<file path="src/hw/rtl/piecewise_linear_table_interpolator_macros.svh">
// ----------------------------------------------------------------------------
// Assertion macros
// Shared assertion forms for the interpolator RTL.
// ----------------------------------------------------------------------------
`ifndef PIECEWISE_LINEAR_TABLE_INTERPOLATOR_MACROS_SVH
`define PIECEWISE_LINEAR_TABLE_INTERPOLATOR_MACROS_SVH

// same-cycle implication
`define PLTI_ASSERT_NOW(lbl, clk, rst_n, ante, cons) \
    lbl: assert property (@(posedge clk) disable iff (!rst_n) (ante) |-> (cons)) \
        else $error("assertion failed");

// next-cycle implication
`define PLTI_ASSERT_NEXT(lbl, clk, rst_n, ante, cons) \
    lbl: assert property (@(posedge clk) disable iff (!rst_n) (ante) |=> (cons)) \
        else $error("assertion failed");

`endif

</file>
<file path="src/hw/rtl/plti_pkg.sv">
// ----------------------------------------------------------------------------
// plti_pkg
// Types and constants of the piecewise linear table interpolator.
// ----------------------------------------------------------------------------
`default_nettype none

package plti_pkg;

    localparam int TABLE_DEPTH = 256;
    localparam int VALUE_WIDTH = 32;
    localparam int ADDR_W      = $clog2(TABLE_DEPTH);
    localparam int CNT_W       = ADDR_W + 1;
    localparam int IDX_W       = 8;
    localparam int DIFF_W      = VALUE_WIDTH + 1;
    localparam int PROD_W      = 2 * DIFF_W;
    localparam int SUM_W       = VALUE_WIDTH + 2;

    typedef enum logic [1:0] {
        FN_CLEAR  = 2'd0,
        FN_APPEND = 2'd1,
        FN_QUERY  = 2'd2,
        FN_NONE   = 2'd3
    } t_func;

    typedef enum logic [1:0] {
        ST_OK      = 2'd0,
        ST_UNDEF   = 2'd1,
        ST_INVALID = 2'd2,
        ST_FULL    = 2'd3
    } t_status;

    typedef enum logic [1:0] {
        POS_BELOW  = 2'd0,
        POS_INSIDE = 2'd1,
        POS_ABOVE  = 2'd2
    } t_pos;

    typedef enum logic [1:0] {
        MODE_UNDEF  = 2'd0,
        MODE_ZERO   = 2'd1,
        MODE_END    = 2'd2,
        MODE_EXTRAP = 2'd3
    } t_mode;

    typedef struct packed {
        logic              done;
        logic [PROD_W-1:0] quot;
    } t_div_rsp;

endpackage

`default_nettype wire

</file>
<file path="src/hw/rtl/plti_div.sv">
// ----------------------------------------------------------------------------
// plti_div
// Restoring unsigned divider, one quotient bit per cycle.
// ----------------------------------------------------------------------------
`default_nettype none

module plti_div
    import plti_pkg::*;
(
    input  wire logic              i_clk,
    input  wire logic              i_rst_n,
    input  wire logic              i_start,
    input  wire logic [PROD_W-1:0] i_numer,
    input  wire logic [DIFF_W-1:0] i_denom,
    output t_div_rsp               o_rsp
);

    localparam int CW = $clog2(PROD_W + 1);

    logic              r_busy, n_busy;
    logic              r_done, n_done;
    logic [CW-1:0]     r_cnt, n_cnt;
    logic [DIFF_W-1:0] r_rem, n_rem;
    logic [PROD_W-1:0] r_acc, n_acc;
    logic [DIFF_W-1:0] r_den, n_den;
    logic [DIFF_W:0]   rem_sh;
    logic [DIFF_W:0]   diff;

    always_comb begin
        n_busy = r_busy;
        n_done = 1'b0;
        n_cnt  = r_cnt;
        n_rem  = r_rem;
        n_acc  = r_acc;
        n_den  = r_den;
        rem_sh = {r_rem, r_acc[PROD_W-1]};
        diff   = rem_sh - {1'b0, r_den};
        if (i_start) begin
            n_busy = 1'b1;
            n_cnt  = CW'(PROD_W);
            n_rem  = '0;
            n_acc  = i_numer;
            n_den  = i_denom;
        end else if (r_busy) begin
            n_rem = diff[DIFF_W] ? rem_sh[DIFF_W-1:0] : diff[DIFF_W-1:0];
            n_acc = {r_acc[PROD_W-2:0], ~diff[DIFF_W]};
            n_cnt = r_cnt - CW'(1);
            if (r_cnt == CW'(1)) begin
                n_busy = 1'b0;
                n_done = 1'b1;
            end
        end
    end

    always_ff @(posedge i_clk) begin
        if (!i_rst_n) begin
            r_busy <= 1'b0;
            r_done <= 1'b0;
            r_cnt  <= '0;
        end else begin
            r_busy <= n_busy;
            r_done <= n_done;
            r_cnt  <= n_cnt;
        end
        r_rem <= n_rem;
        r_acc <= n_acc;
        r_den <= n_den;
    end

    assign o_rsp.done = r_done;
    assign o_rsp.quot = r_acc;

endmodule

`default_nettype wire

</file>
<file path="config.mk">
export PLATFORM = sky130hd
export DESIGN_NAME = plti_div
export DESIGN_NICKNAME = d
export VERILOG_FILES = /design/src/hw/rtl/piecewise_linear_table_interpolator_macros.svh /design/src/hw/rtl/plti_pkg.sv /design/src/hw/rtl/plti_div.sv
export SDC_FILE = /design/constraint.sdc
export NUM_CORES = 1
export LEC_CHECK = 0
export ABC_CLOCK_PERIOD_IN_PS = 3600
export BUFFER_PORTS_ARGS = -buffer_cell sky130_fd_sc_hd__buf_2
export CORE_MARGIN = 10
export CORE_UTILIZATION = 55
export CTS_CLUSTER_SIZE = 14
export DETAILED_ROUTE_END_ITERATION = 6
export GPL_TIMING_DRIVEN = 0
export HOLD_SLACK_MARGIN = 0.1
export PLACE_DENSITY = 0.89
export SYNTH_ARGS = -nofsm -noshare
export SYNTH_HDL_FRONTEND = slang
export SYNTH_SLANG_ARGS = --single-unit
</file>
<file path="constraint.sdc">
create_clock -name i_clk -period 3.6 [get_ports i_clk]
set_clock_uncertainty 0.15 [all_clocks]
set_input_delay 0.36 -clock i_clk [delete_from_list [all_inputs] [get_ports i_clk]]
set_output_delay 0.36 -clock i_clk [all_outputs]
set_load 0.05 [all_outputs]
</file>
==> results.json, run 1 <==
{
  "status": "finished with violations",
  "violations": "design-rule violations",
  "pwr-share-comb": 0.227,
  "ys_seq_elements": 141,
  "seqPwrFrac": 0.410,
  "fmax_ghz": 0.288,
  "ant_nets": 0,
  "syn_nets": 838,
  "synthMuxAreaShare": 0.111,
  "fp.dieArea_mm2": 0.0190,
  "timing.final.ws_setup_ns": 0.130,
  "drt-total-wl_um": 25200,
  "drt_first_pass_iters": 7,
  "p_leak_nw": 4.22,
  "synth.distinct_cells": 59,
  "place_ws_ns": 0.00336,
  "cts.repair.resized": 0,
  "ys_dominant_reg_cell": "edfxtp_1",
  "fillCellCount": 847,
  "synth-async-reset-ratio": 0,
  "swShare": 0.328,
  "synth_compound_area_frac": 0.135,
  "ir_drop_mv": 0.454,
  "nNetsFinal": 1120,
  "syn-cell-area_mm2": 0.00761,
  "synth_top_family_by_area": "compound AO/OA/AOI/OAI gates",
  "synth_top_area_share": 0.390,
  "crit_type": "reg -> reg",
  "grt_util_met2": 0.472,
  "wl_per_cell_um": 21.5,
  "initial_core_util": 0.568,
  "synthCells": 700,
  "max-clock-path-buffers": 2,
  "hold_path_depth": 2,
  "layout-drive-gt1-share": 0.277,
  "hp-class": "in -> reg",
  "cp-start-kind": "flop",
  "rsz0062_at_grt": "false",
  "grt-ovfl-total": 0,
  "synth_fa_ha_area_frac": 0.0601,
  "drc": 1,
  "place.gp.congestion": 0.879,
  "ioPinCount": 169,
  "port_buffers": 168,
  "die_height_um": 138,
  "grt_pass1_vias": 7215,
  "fin_setup_tns_ns": 0,
  "cts_tree": "done",
  "clock-sinks": 141,
  "multi_input_area_mm2": 0.00348,
  "cp.arrival_ns": 3.63,
  "ys_warn_count": 0,
  "fin_crit_sh": 0.964,
  "clk_latency_ns": 0.43,
  "vias_per_cell": 5.83,
  "grt_pass1_wl_um": 39500,
  "ys_seq_area_frac": 0.501,
  "end_kind": "flop",
  "cp.required_ns": 3.76,
  "relSlewSlack": 0.454,
  "finalSetupViolations": 0,
  "synth_area_leaders": "edfxtp_1 39%, dfxtp_1 11%, mux2_2 9.6%",
  "hold_viol_final": 0,
  "grt_usage": 0.271,
  "p_switching_w": 0.00159,
  "power.share.clock": 0.363,
  "cp_max_fo": 10,
  "final_cell_mix": "171 x buf_2, 99 x edfxtp_1, 94 x dlygate4sd3_1, 67 x nand2_1, 65 x mux2_2",
  "numCtsBuffers": 17,
  "synth_xor_area_frac": 0.0391,
  "yosys.area_share.simple": 0.113,
  "final_max_slew_viol_count": 0,
  "drt_iter0_drc": 510,
  "worst-r2r-cell-count": 11,
  "hpwl_um": 16000,
  "die_x_um": 138,
  "clock-root-buffer": "clkbuf_16",
  "seq_area_mm2": 0.00381,
  "final_common_cell": "buf_2",
  "num_vias": 6847,
  "busiest_layer": "met2",
  "antenna_found_initial": 3,
  "htreeDepth": 4,
  "p_int_w": 0.00326,
  "synth_area_leader_cell": "edfxtp_1",
  "use_met3": 0.0903,
  "core_mm2": 0.0134,
  "use_met1": 0.287,
  "fin_crit_ns": 3.47,
  "clk_pin_slew_ns": 0.07,
  "power.density_mw_per_mm2": 475,
  "grt_max_degree": 35,
  "avgSynthCellArea_um2": 10.9,
  "rows": 42,
  "tightestPinTransition_ns": 0.818,
  "maxCapViolCount": 0,
  "synth-edff-count": 99,
  "area_growth_pct": 34.2
}
==> Yosys cell counts, drive strengths merged (2+ instances only) <==
| library cell | count |
|---|---|
| o21ai | 38 |
| nor3 | 11 |
| and2 | 3 |
| nor2b | 5 |
| o21bai | 2 |
| a32oi | 7 |
| o211ai | 4 |
| edfxtp | 99 |
| a211oi | 2 |
| mux2i | 11 |
| a21boi | 2 |
| inv | 47 |
| nand2 | 67 |
| nand2b | 9 |
| xor2 | 11 |
| a31oi | 3 |
| dfxtp | 42 |
| and3 | 5 |
| o22a | 2 |
| nor4b | 2 |
| a21oi | 36 |
| nor2 | 46 |
| clkbuf | 24 |
| o21a | 12 |
| o22ai | 3 |
| a41oi | 2 |
| a211o | 3 |
| o2111ai | 3 |
| buf | 9 |
| a311oi | 14 |
| a22o | 2 |
| nand4 | 14 |
| nor4 | 3 |
| o31a | 2 |
| o221ai | 2 |
| or3 | 5 |
| ha | 35 |
| mux2 | 65 |
| xnor2 | 23 |
| nand3 | 7 |
| a21o | 6 |
| a2111oi | 2 |
==> layer usage <==
| layer | vias to the layer above | share of wire |
|---|---|---|
| li1 | 3152 | - |
| met1 | 3247 | 0.36 |
| met4 | 0 | 0.040 |
| met2 | 378 | 0.51 |
| met3 | 70 | 0.090 |
| met5 | - | 0 |
==> per-stage QoR <==
step | total power, W | cell area (um^2) | hold slack, ns | cells | util
final | 0.00485 | 10200 | 0.116 | 1174 | 0.763
after floorplan | 0.00271 | 7610 | 0.303 | 700 | -
after global routing | 0.00501 | 10200 | 0.103 | 1174 | 0.763
after global placement | 0.00295 | 8680 | 0.320 | 1044 | 0.647
after CTS | 0.00477 | 10200 | 0.101 | 1171 | 0.762
after detailed placement | 0.00298 | 8700 | 0.333 | 1045 | 0.649
==> final cells by class <==
type | count | area share
Tap cell | 176 | 0.0216
Clock buffer | 17 | 0.0416
Clock inverter | 15 | 0.0146
Antenna cell | 3 | 0.000735
Timing Repair Buffer | 263 | 0.176
Sequential cell | 141 | 0.373
Buffer | 33 | 0.0140
Multi-Input combinational cell | 479 | 0.341
Inverter | 47 | 0.0173
==> kinds of logic after synthesis <==
| family | Yosys count |
|---|---|
| xor+xnor | 34 |
| fa+ha+maj | 36 |
| compound gates | 154 |
| simple gates | 179 |
| mux | 76 |
| flops | 141 |
| buf+inv | 80 |
==> worst max-delay path: stages, from the launching register on <==
cell	delay, ns
edfxtp_1	0.42
inv_1	0.09
ha_1	0.24
nor2b_1	0.24
o2111ai_1	0.21
a21oi_1	0.44
o2111ai_1	0.23
a211o_1	0.37
nand3_2	0.23
buf_2	0.30
nand2_1	0.10
a311oi_1	0.34
==> registers in the layout, summed over array words and instances, names as in the netlist <==
name	flops
r_acc	66
r_cnt	7
r_done	1
r_rem	33
r_den	33
r_busy	1
==> power by group through the flow <==
stage	combinational (W)	clock (W)	sequential [W]
detailed placement	0.000982	0	0.00200
finish	0.00110	0.00176	0.00199
global route	0.00117	0.00184	0.00200
floorplan	0.000444	0	0.00226
global placement	0.000951	0	0.00200
CTS	0.00107	0.00173	0.00197
==> worst paths after layout <==
check,start,endpoint,slack [ns]
worst max-delay path,r_acc[65],r_rem[3],0.13
worst min-delay path,i_numer[64],r_acc[64],0.12
worst max register to register,r_acc[65],r_rem[3],0.13
worst min register to register,r_rem[14],r_rem[14],0.34
==> timing repair <==
item                                   in CTS  in global routing
endpoints found under the hold margin      96                  0
buffers inserted                            0                  0
hold buffers                               94                  0
Note: power is estimated with default switching activity, not from simulation.
==> inputs of run 2 (changes only) <==
Settings changed: REMOVE_ABC_BUFFERS set to 1.
==> run 2 against run 1 <==
Compared with the run above: count of clock-buffer cells in the layout up 2; critical path depth fell by 1; the flow now finishes without violations; critical endpoint is now r_rem[5]; setup slack better by 0.014 ns; power is 2.1% higher; wire length shrank 6.7%; largest cell class unchanged; via count down 2.0%.
==> results.json, run 2 (same netlist as run 1, synthesis figures left out) <==
{
  "clock-sinks": 141,
  "crit_type": "reg -> reg",
  "vias_per_cell": 5.92,
  "grt_usage": 0.240,
  "ff2ff_setup_slack_ns": 0.14,
  "grt_pass1_wl_um": 35400,
  "max-clock-path-buffers": 2,
  "fin_setup_tns_ns": 0,
  "power.density_mw_per_mm2": 491,
  "final_cell_mix": "167 x buf_2, 99 x edfxtp_1, 87 x dlygate4sd3_1, 67 x nand2_1, 65 x mux2_2",
  "numCtsBuffers": 17,
  "ant_nets": 0,
  "grt_pass1_vias": 6670,
  "fin_crit_ns": 3.46,
  "clock-root-buffer": "clkbuf_16",
  "drc": 0,
  "cp.required_ns": 3.80,
  "top_register": "r_acc",
  "fillCellCount": 836,
  "endpoint": "r_rem[5]",
  "hold_viol_final": 0,
  "fp.dieArea_mm2": 0.0190,
  "place.gp.congestion": 0.886,
  "nNetsFinal": 1081,
  "port_buffers": 168,
  "tightestPinTransition_ns": 0.887,
  "clk_latency_ns": 0.42,
  "largest_reg_flops": 66,
  "layout-drive-gt1-share": 0.285,
  "clk_pin_slew_ns": 0.07,
  "drt_iter0_drc": 561,
  "wl_per_cell_um": 20.8,
  "fin_crit_sh": 0.960,
  "postPlaceCellArea_mm2": 0.00858,
  "r2r-end": "r_rem[5]",
  "end_kind": "flop",
  "die_x_um": 138,
  "relSlewSlack": 0.408,
  "ioPinCount": 169,
  "startpoint": "r_den[1]",
  "postLayoutCellArea_mm2": 0.0101,
  "ir_drop_mv": 0.395,
  "fmax_ghz": 0.289,
  "cts_setup_buffers": 0,
  "cp-start-kind": "flop",
  "grt-ovfl-total": 0,
  "fin_hold_ws_ns": 0.101,
  "drt_first_pass_iters": 5,
  "hp-class": "in -> reg",
  "num_vias": 6713,
  "post-route-util": 0.753,
  "htreeDepth": 4,
  "die_height_um": 138,
  "reg.largest.list": "r_acc: 66 flops, r_den: 33 flops, r_rem: 33 flops",
  "status": "completed",
  "final_common_cell": "buf_2",
  "antenna_found_initial": 1,
  "rows": 42,
  "finalSetupViolations": 0,
  "cp_max_fo": 25,
  "initial_core_util": 0.568,
  "area_growth_pct": 32.5,
  "maxCapViolCount": 0,
  "cts_tree": "done",
  "r2r_start": "r_den[1]",
  "final_max_slew_viol_count": 0,
  "p_leak_nw": 4.17,
  "worst-r2r-cell-count": 10,
  "hpwl_um": 14200,
  "core_mm2": 0.0134,
  "grt_max_degree": 69,
  "drt-total-wl_um": 23500,
  "cp.arrival_ns": 3.65
}
## run 2: cell type report
class,count,area (um^2),share of cell area
diodes,1,2.50,0.000248
repair buffers,257,1760,0.175
multi-input cells,479,3490,0.346
well taps,176,220,0.0218
inverters,47,176,0.0175
clock inverters,13,188,0.0186
flip-flops and latches,141,3810,0.378
clock buffers,19,433,0.0429
## run 2: report_power, final
| group | internal [W] | switching [W] |
|---|---|---|
| Combinational | 0.000389 | 0.000687 |
| Sequential | 0.00190 | 0.0000957 |
| Clock | 0.00117 | 0.000722 |
| Total | 0.00345 | 0.00150 |
## run 2: worst max-delay path, cell delays in order, from the launching register on
cell,delay (ns)
edfxtp_1,0.39
inv_1,0.08
ha_1,0.28
nor2b_1,0.21
o2111ai_1,0.18
a21oi_1,0.41
o2111ai_1,0.23
a211o_1,0.40
and3_2,0.44
o31a_1,0.38
a211oi_2,0.20
## run 2: worst min path at each step
| stage | slack (ns) | endpoint | startpoint | cells after the start |
|---|---|---|---|---|
| 6_report | 0.10 | r_acc[4] | i_numer[4] | 2 |
| 5_1_grt | 0.10 | r_acc[16] | i_numer[16] | 2 |
| 4_1_cts | 0.10 | r_acc[58] | i_numer[58] | 2 |
| 3_5_place_dp | 0.34 | r_rem[7] | r_rem[6] | 2 |
| 3_3_place_gp | 0.32 | r_rem[10] | r_rem[10] | 2 |
| 2_1_floorplan | 0.27 | r_rem[5] | i_start | 1 |
## run 2: timing repair
item | in CTS | in global routing
hold endpoints to repair | 86 | 3
endpoints found under the setup margin | 0 | 24
resized for setup | 0 | 2
hold buffers | 84 | 3
## run 2: metal layers
| metal | share of wire | up-vias | global-route usage |
|---|---|---|---|
| met1 | 0.37 | 3216 | 0.276 |
| met5 | 0 | - | 0 |
| met2 | 0.50 | 381 | 0.391 |
| met3 | 0.099 | 47 | 0.0899 |
| met4 | 0.030 | 0 | 0.110 |
| li1 | - | 3069 | - |
## run 2: metrics by stage
step | std cells | worst slack (ns) | total power [W]
after floorplan | 667 | 0.288 | 0.00269
after global placement | 1011 | -2.36 | 0.00294
after detailed placement | 1013 | 0.0580 | 0.00297
after CTS | 1129 | 0.00827 | 0.00490
after global routing | 1133 | -0.0536 | 0.00511
final | 1133 | 0.144 | 0.00496
==> inputs of run 3 (changes only) <==
Settings changed: CORE_UTILIZATION 55 to 53, PLACE_DENSITY 0.89 to 0.9.
==> run 3 against run 2 <==
Compared with the run above: first-iteration DRC count rose by 24%; final area rose by 0.67%; critical path depth did not move; maximum frequency rose by 0.99%; largest power group unchanged.
==> results.json, run 3 (same netlist as run 1, synthesis figures left out) <==
{
  "status": "completed",
  "clk_pin_slew_ns": 0.07,
  "drc": 0,
  "p_int_w": 0.00330,
  "report.power.total_w": 0.00489,
  "grt_usage": 0.255,
  "ioPinCount": 169,
  "num_vias": 6977,
  "swShare": 0.326,
  "fin_setup_tns_ns": 0,
  "ir_drop_mv": 0.384,
  "crit_type": "reg -> reg",
  "hpwl_um": 14500,
  "fp.dieArea_mm2": 0.0196,
  "cp_max_fo": 25,
  "maxCapViolCount": 0,
  "relSlewSlack": 0.330,
  "grt_pass1_vias": 7075,
  "die_x_um": 140,
  "max-clock-path-buffers": 2,
  "cp.required_ns": 3.82,
  "hp-class": "in -> reg",
  "grt-ovfl-total": 0,
  "clk_latency_ns": 0.44,
  "top_register": "r_acc",
  "nNetsFinal": 1090,
  "drt_iter0_drc": 695,
  "hold_viol_final": 0,
  "post-route-util": 0.726,
  "antenna_found_initial": 1,
  "drt_first_pass_iters": 6,
  "fin_crit_sh": 0.951,
  "power.share.clock": 0.365,
  "largest_reg_flops": 66,
  "power.density_mw_per_mm2": 482,
  "seq_area_mm2": 0.00381,
  "layout-drive-gt1-share": 0.285,
  "final_max_slew_viol_count": 0,
  "rows": 43,
  "wl_per_cell_um": 22.4,
  "fin_hold_ws_ns": 0.133,
  "place.gp.congestion": 0.876,
  "initial_core_util": 0.544,
  "tightestPinTransition_ns": 1.00,
  "fillCellCount": 883,
  "numCtsBuffers": 17,
  "finalSetupViolations": 0,
  "cp-start-kind": "flop",
  "final_common_cell": "buf_2",
  "p_leak_nw": 4.19,
  "grt_pass1_wl_um": 39500,
  "pwr-share-comb": 0.226,
  "ant_nets": 0,
  "multi_input_area_mm2": 0.00350,
  "port_buffers": 168,
  "fmax_ghz": 0.292,
  "clock-root-buffer": "clkbuf_16",
  "cp.arrival_ns": 3.65,
  "area_growth_pct": 33.4,
  "core_mm2": 0.0140,
  "seqPwrFrac": 0.409,
  "final_cell_mix": "167 x buf_2, 99 x edfxtp_1, 96 x dlygate4sd3_1, 67 x nand2_1, 65 x mux2_2",
  "vias_per_cell": 6.09,
  "htreeDepth": 4,
  "cts_tree": "done",
  "grt_max_degree": 71,
  "rsz0062_at_grt": "false",
  "clock-sinks": 141,
  "drt-total-wl_um": 25700,
  "die_height_um": 140,
  "cts_setup_buffers": 0,
  "fin_crit_ns": 3.42,
  "p_switching_w": 0.00159,
  "end_kind": "flop",
  "reg.largest.list": "r_acc: 66 flops, r_den: 33 flops, r_rem: 33 flops"
}
[run 3: cell count changes in the layout (fill, tap and decap cells not counted), moves of 2 or more]
| cell | change |
|---|---|
| bufinv_16 | -3 |
| clkbuf_1 | -2 |
| inv_8 | +2 |
| clkbuf_8 | +2 |
| dlygate4sd3_1 | +9 |
[run 3: final timing paths]
check / cells past startpoint / from / slack, ns / endpoint
hold / removal: 2 / i_numer[55] / 0.13 / r_acc[55]
setup / recovery: 10 / r_den[1] / 0.18 / r_rem[0]
setup reg to reg: 10 / r_den[1] / 0.18 / r_rem[0]
hold reg to reg: 2 / r_rem[9] / 0.33 / r_rem[9]
[run 3: power by group through the flow]
| stage | logic [W] | clock network, W | registers [W] |
|---|---|---|---|
| after global routing | 0.00117 | 0.00186 | 0.00201 |
| after CTS | 0.00106 | 0.00176 | 0.00198 |
| final | 0.00111 | 0.00178 | 0.00200 |
| after global placement | 0.000932 | 0 | 0.00200 |
| after floorplan | 0.000419 | 0 | 0.00227 |
| after detailed placement | 0.000964 | 0 | 0.00201 |
[run 3: critical path, stage by stage (launching register included)]
cell and delay (ns):
edfxtp_1 0.38, inv_1 0.06, ha_1 0.26, nor2b_1 0.25, o2111ai_1 0.22, a21oi_1 0.46, o2111ai_1 0.22, nand4_1 0.29
and3_4 0.47, mux2i_1 0.40, a22o_1 0.19
[run 3: cell type report]
type	instances	share of cell area
Sequential cell	141	0.376
Multi-Input combinational cell	479	0.344
Timing Repair Buffer	266	0.183
Clock buffer	19	0.0446
Tap cell	180	0.0222
Inverter	47	0.0174
Clock inverter	13	0.0127
Antenna cell	1	0.000246
[run 3: per-stage QoR]
stage / cell area [um^2] / cells / setup slack, ns
global placement: 8540 / 1015 / -2.33
finish: 10200 / 1146 / 0.178
detailed placement: 8600 / 1017 / -0.0720
floorplan: 7470 / 667 / 0.288
global route: 10200 / 1146 / 0.0580
CTS: 10100 / 1145 / 0.249
[run 3: per-layer routing]
layer  vias to the layer above  global-route usage  share of wire  wire, um
met2                       455               0.418           0.48     12300
li1                       3094                   -              -         -
met1                      3339               0.284           0.37      9500
met3                        89              0.0946           0.10      2670
met4                         0               0.129          0.047      1200
met5                         -                   0              0         0
[run 3: repair_timing]
item,in CTS,in global routing
gates cloned,0,0
gates resized for setup,2,2
hold buffers,96,0
endpoints found under the hold margin,98,0
setup endpoints to repair,27,10
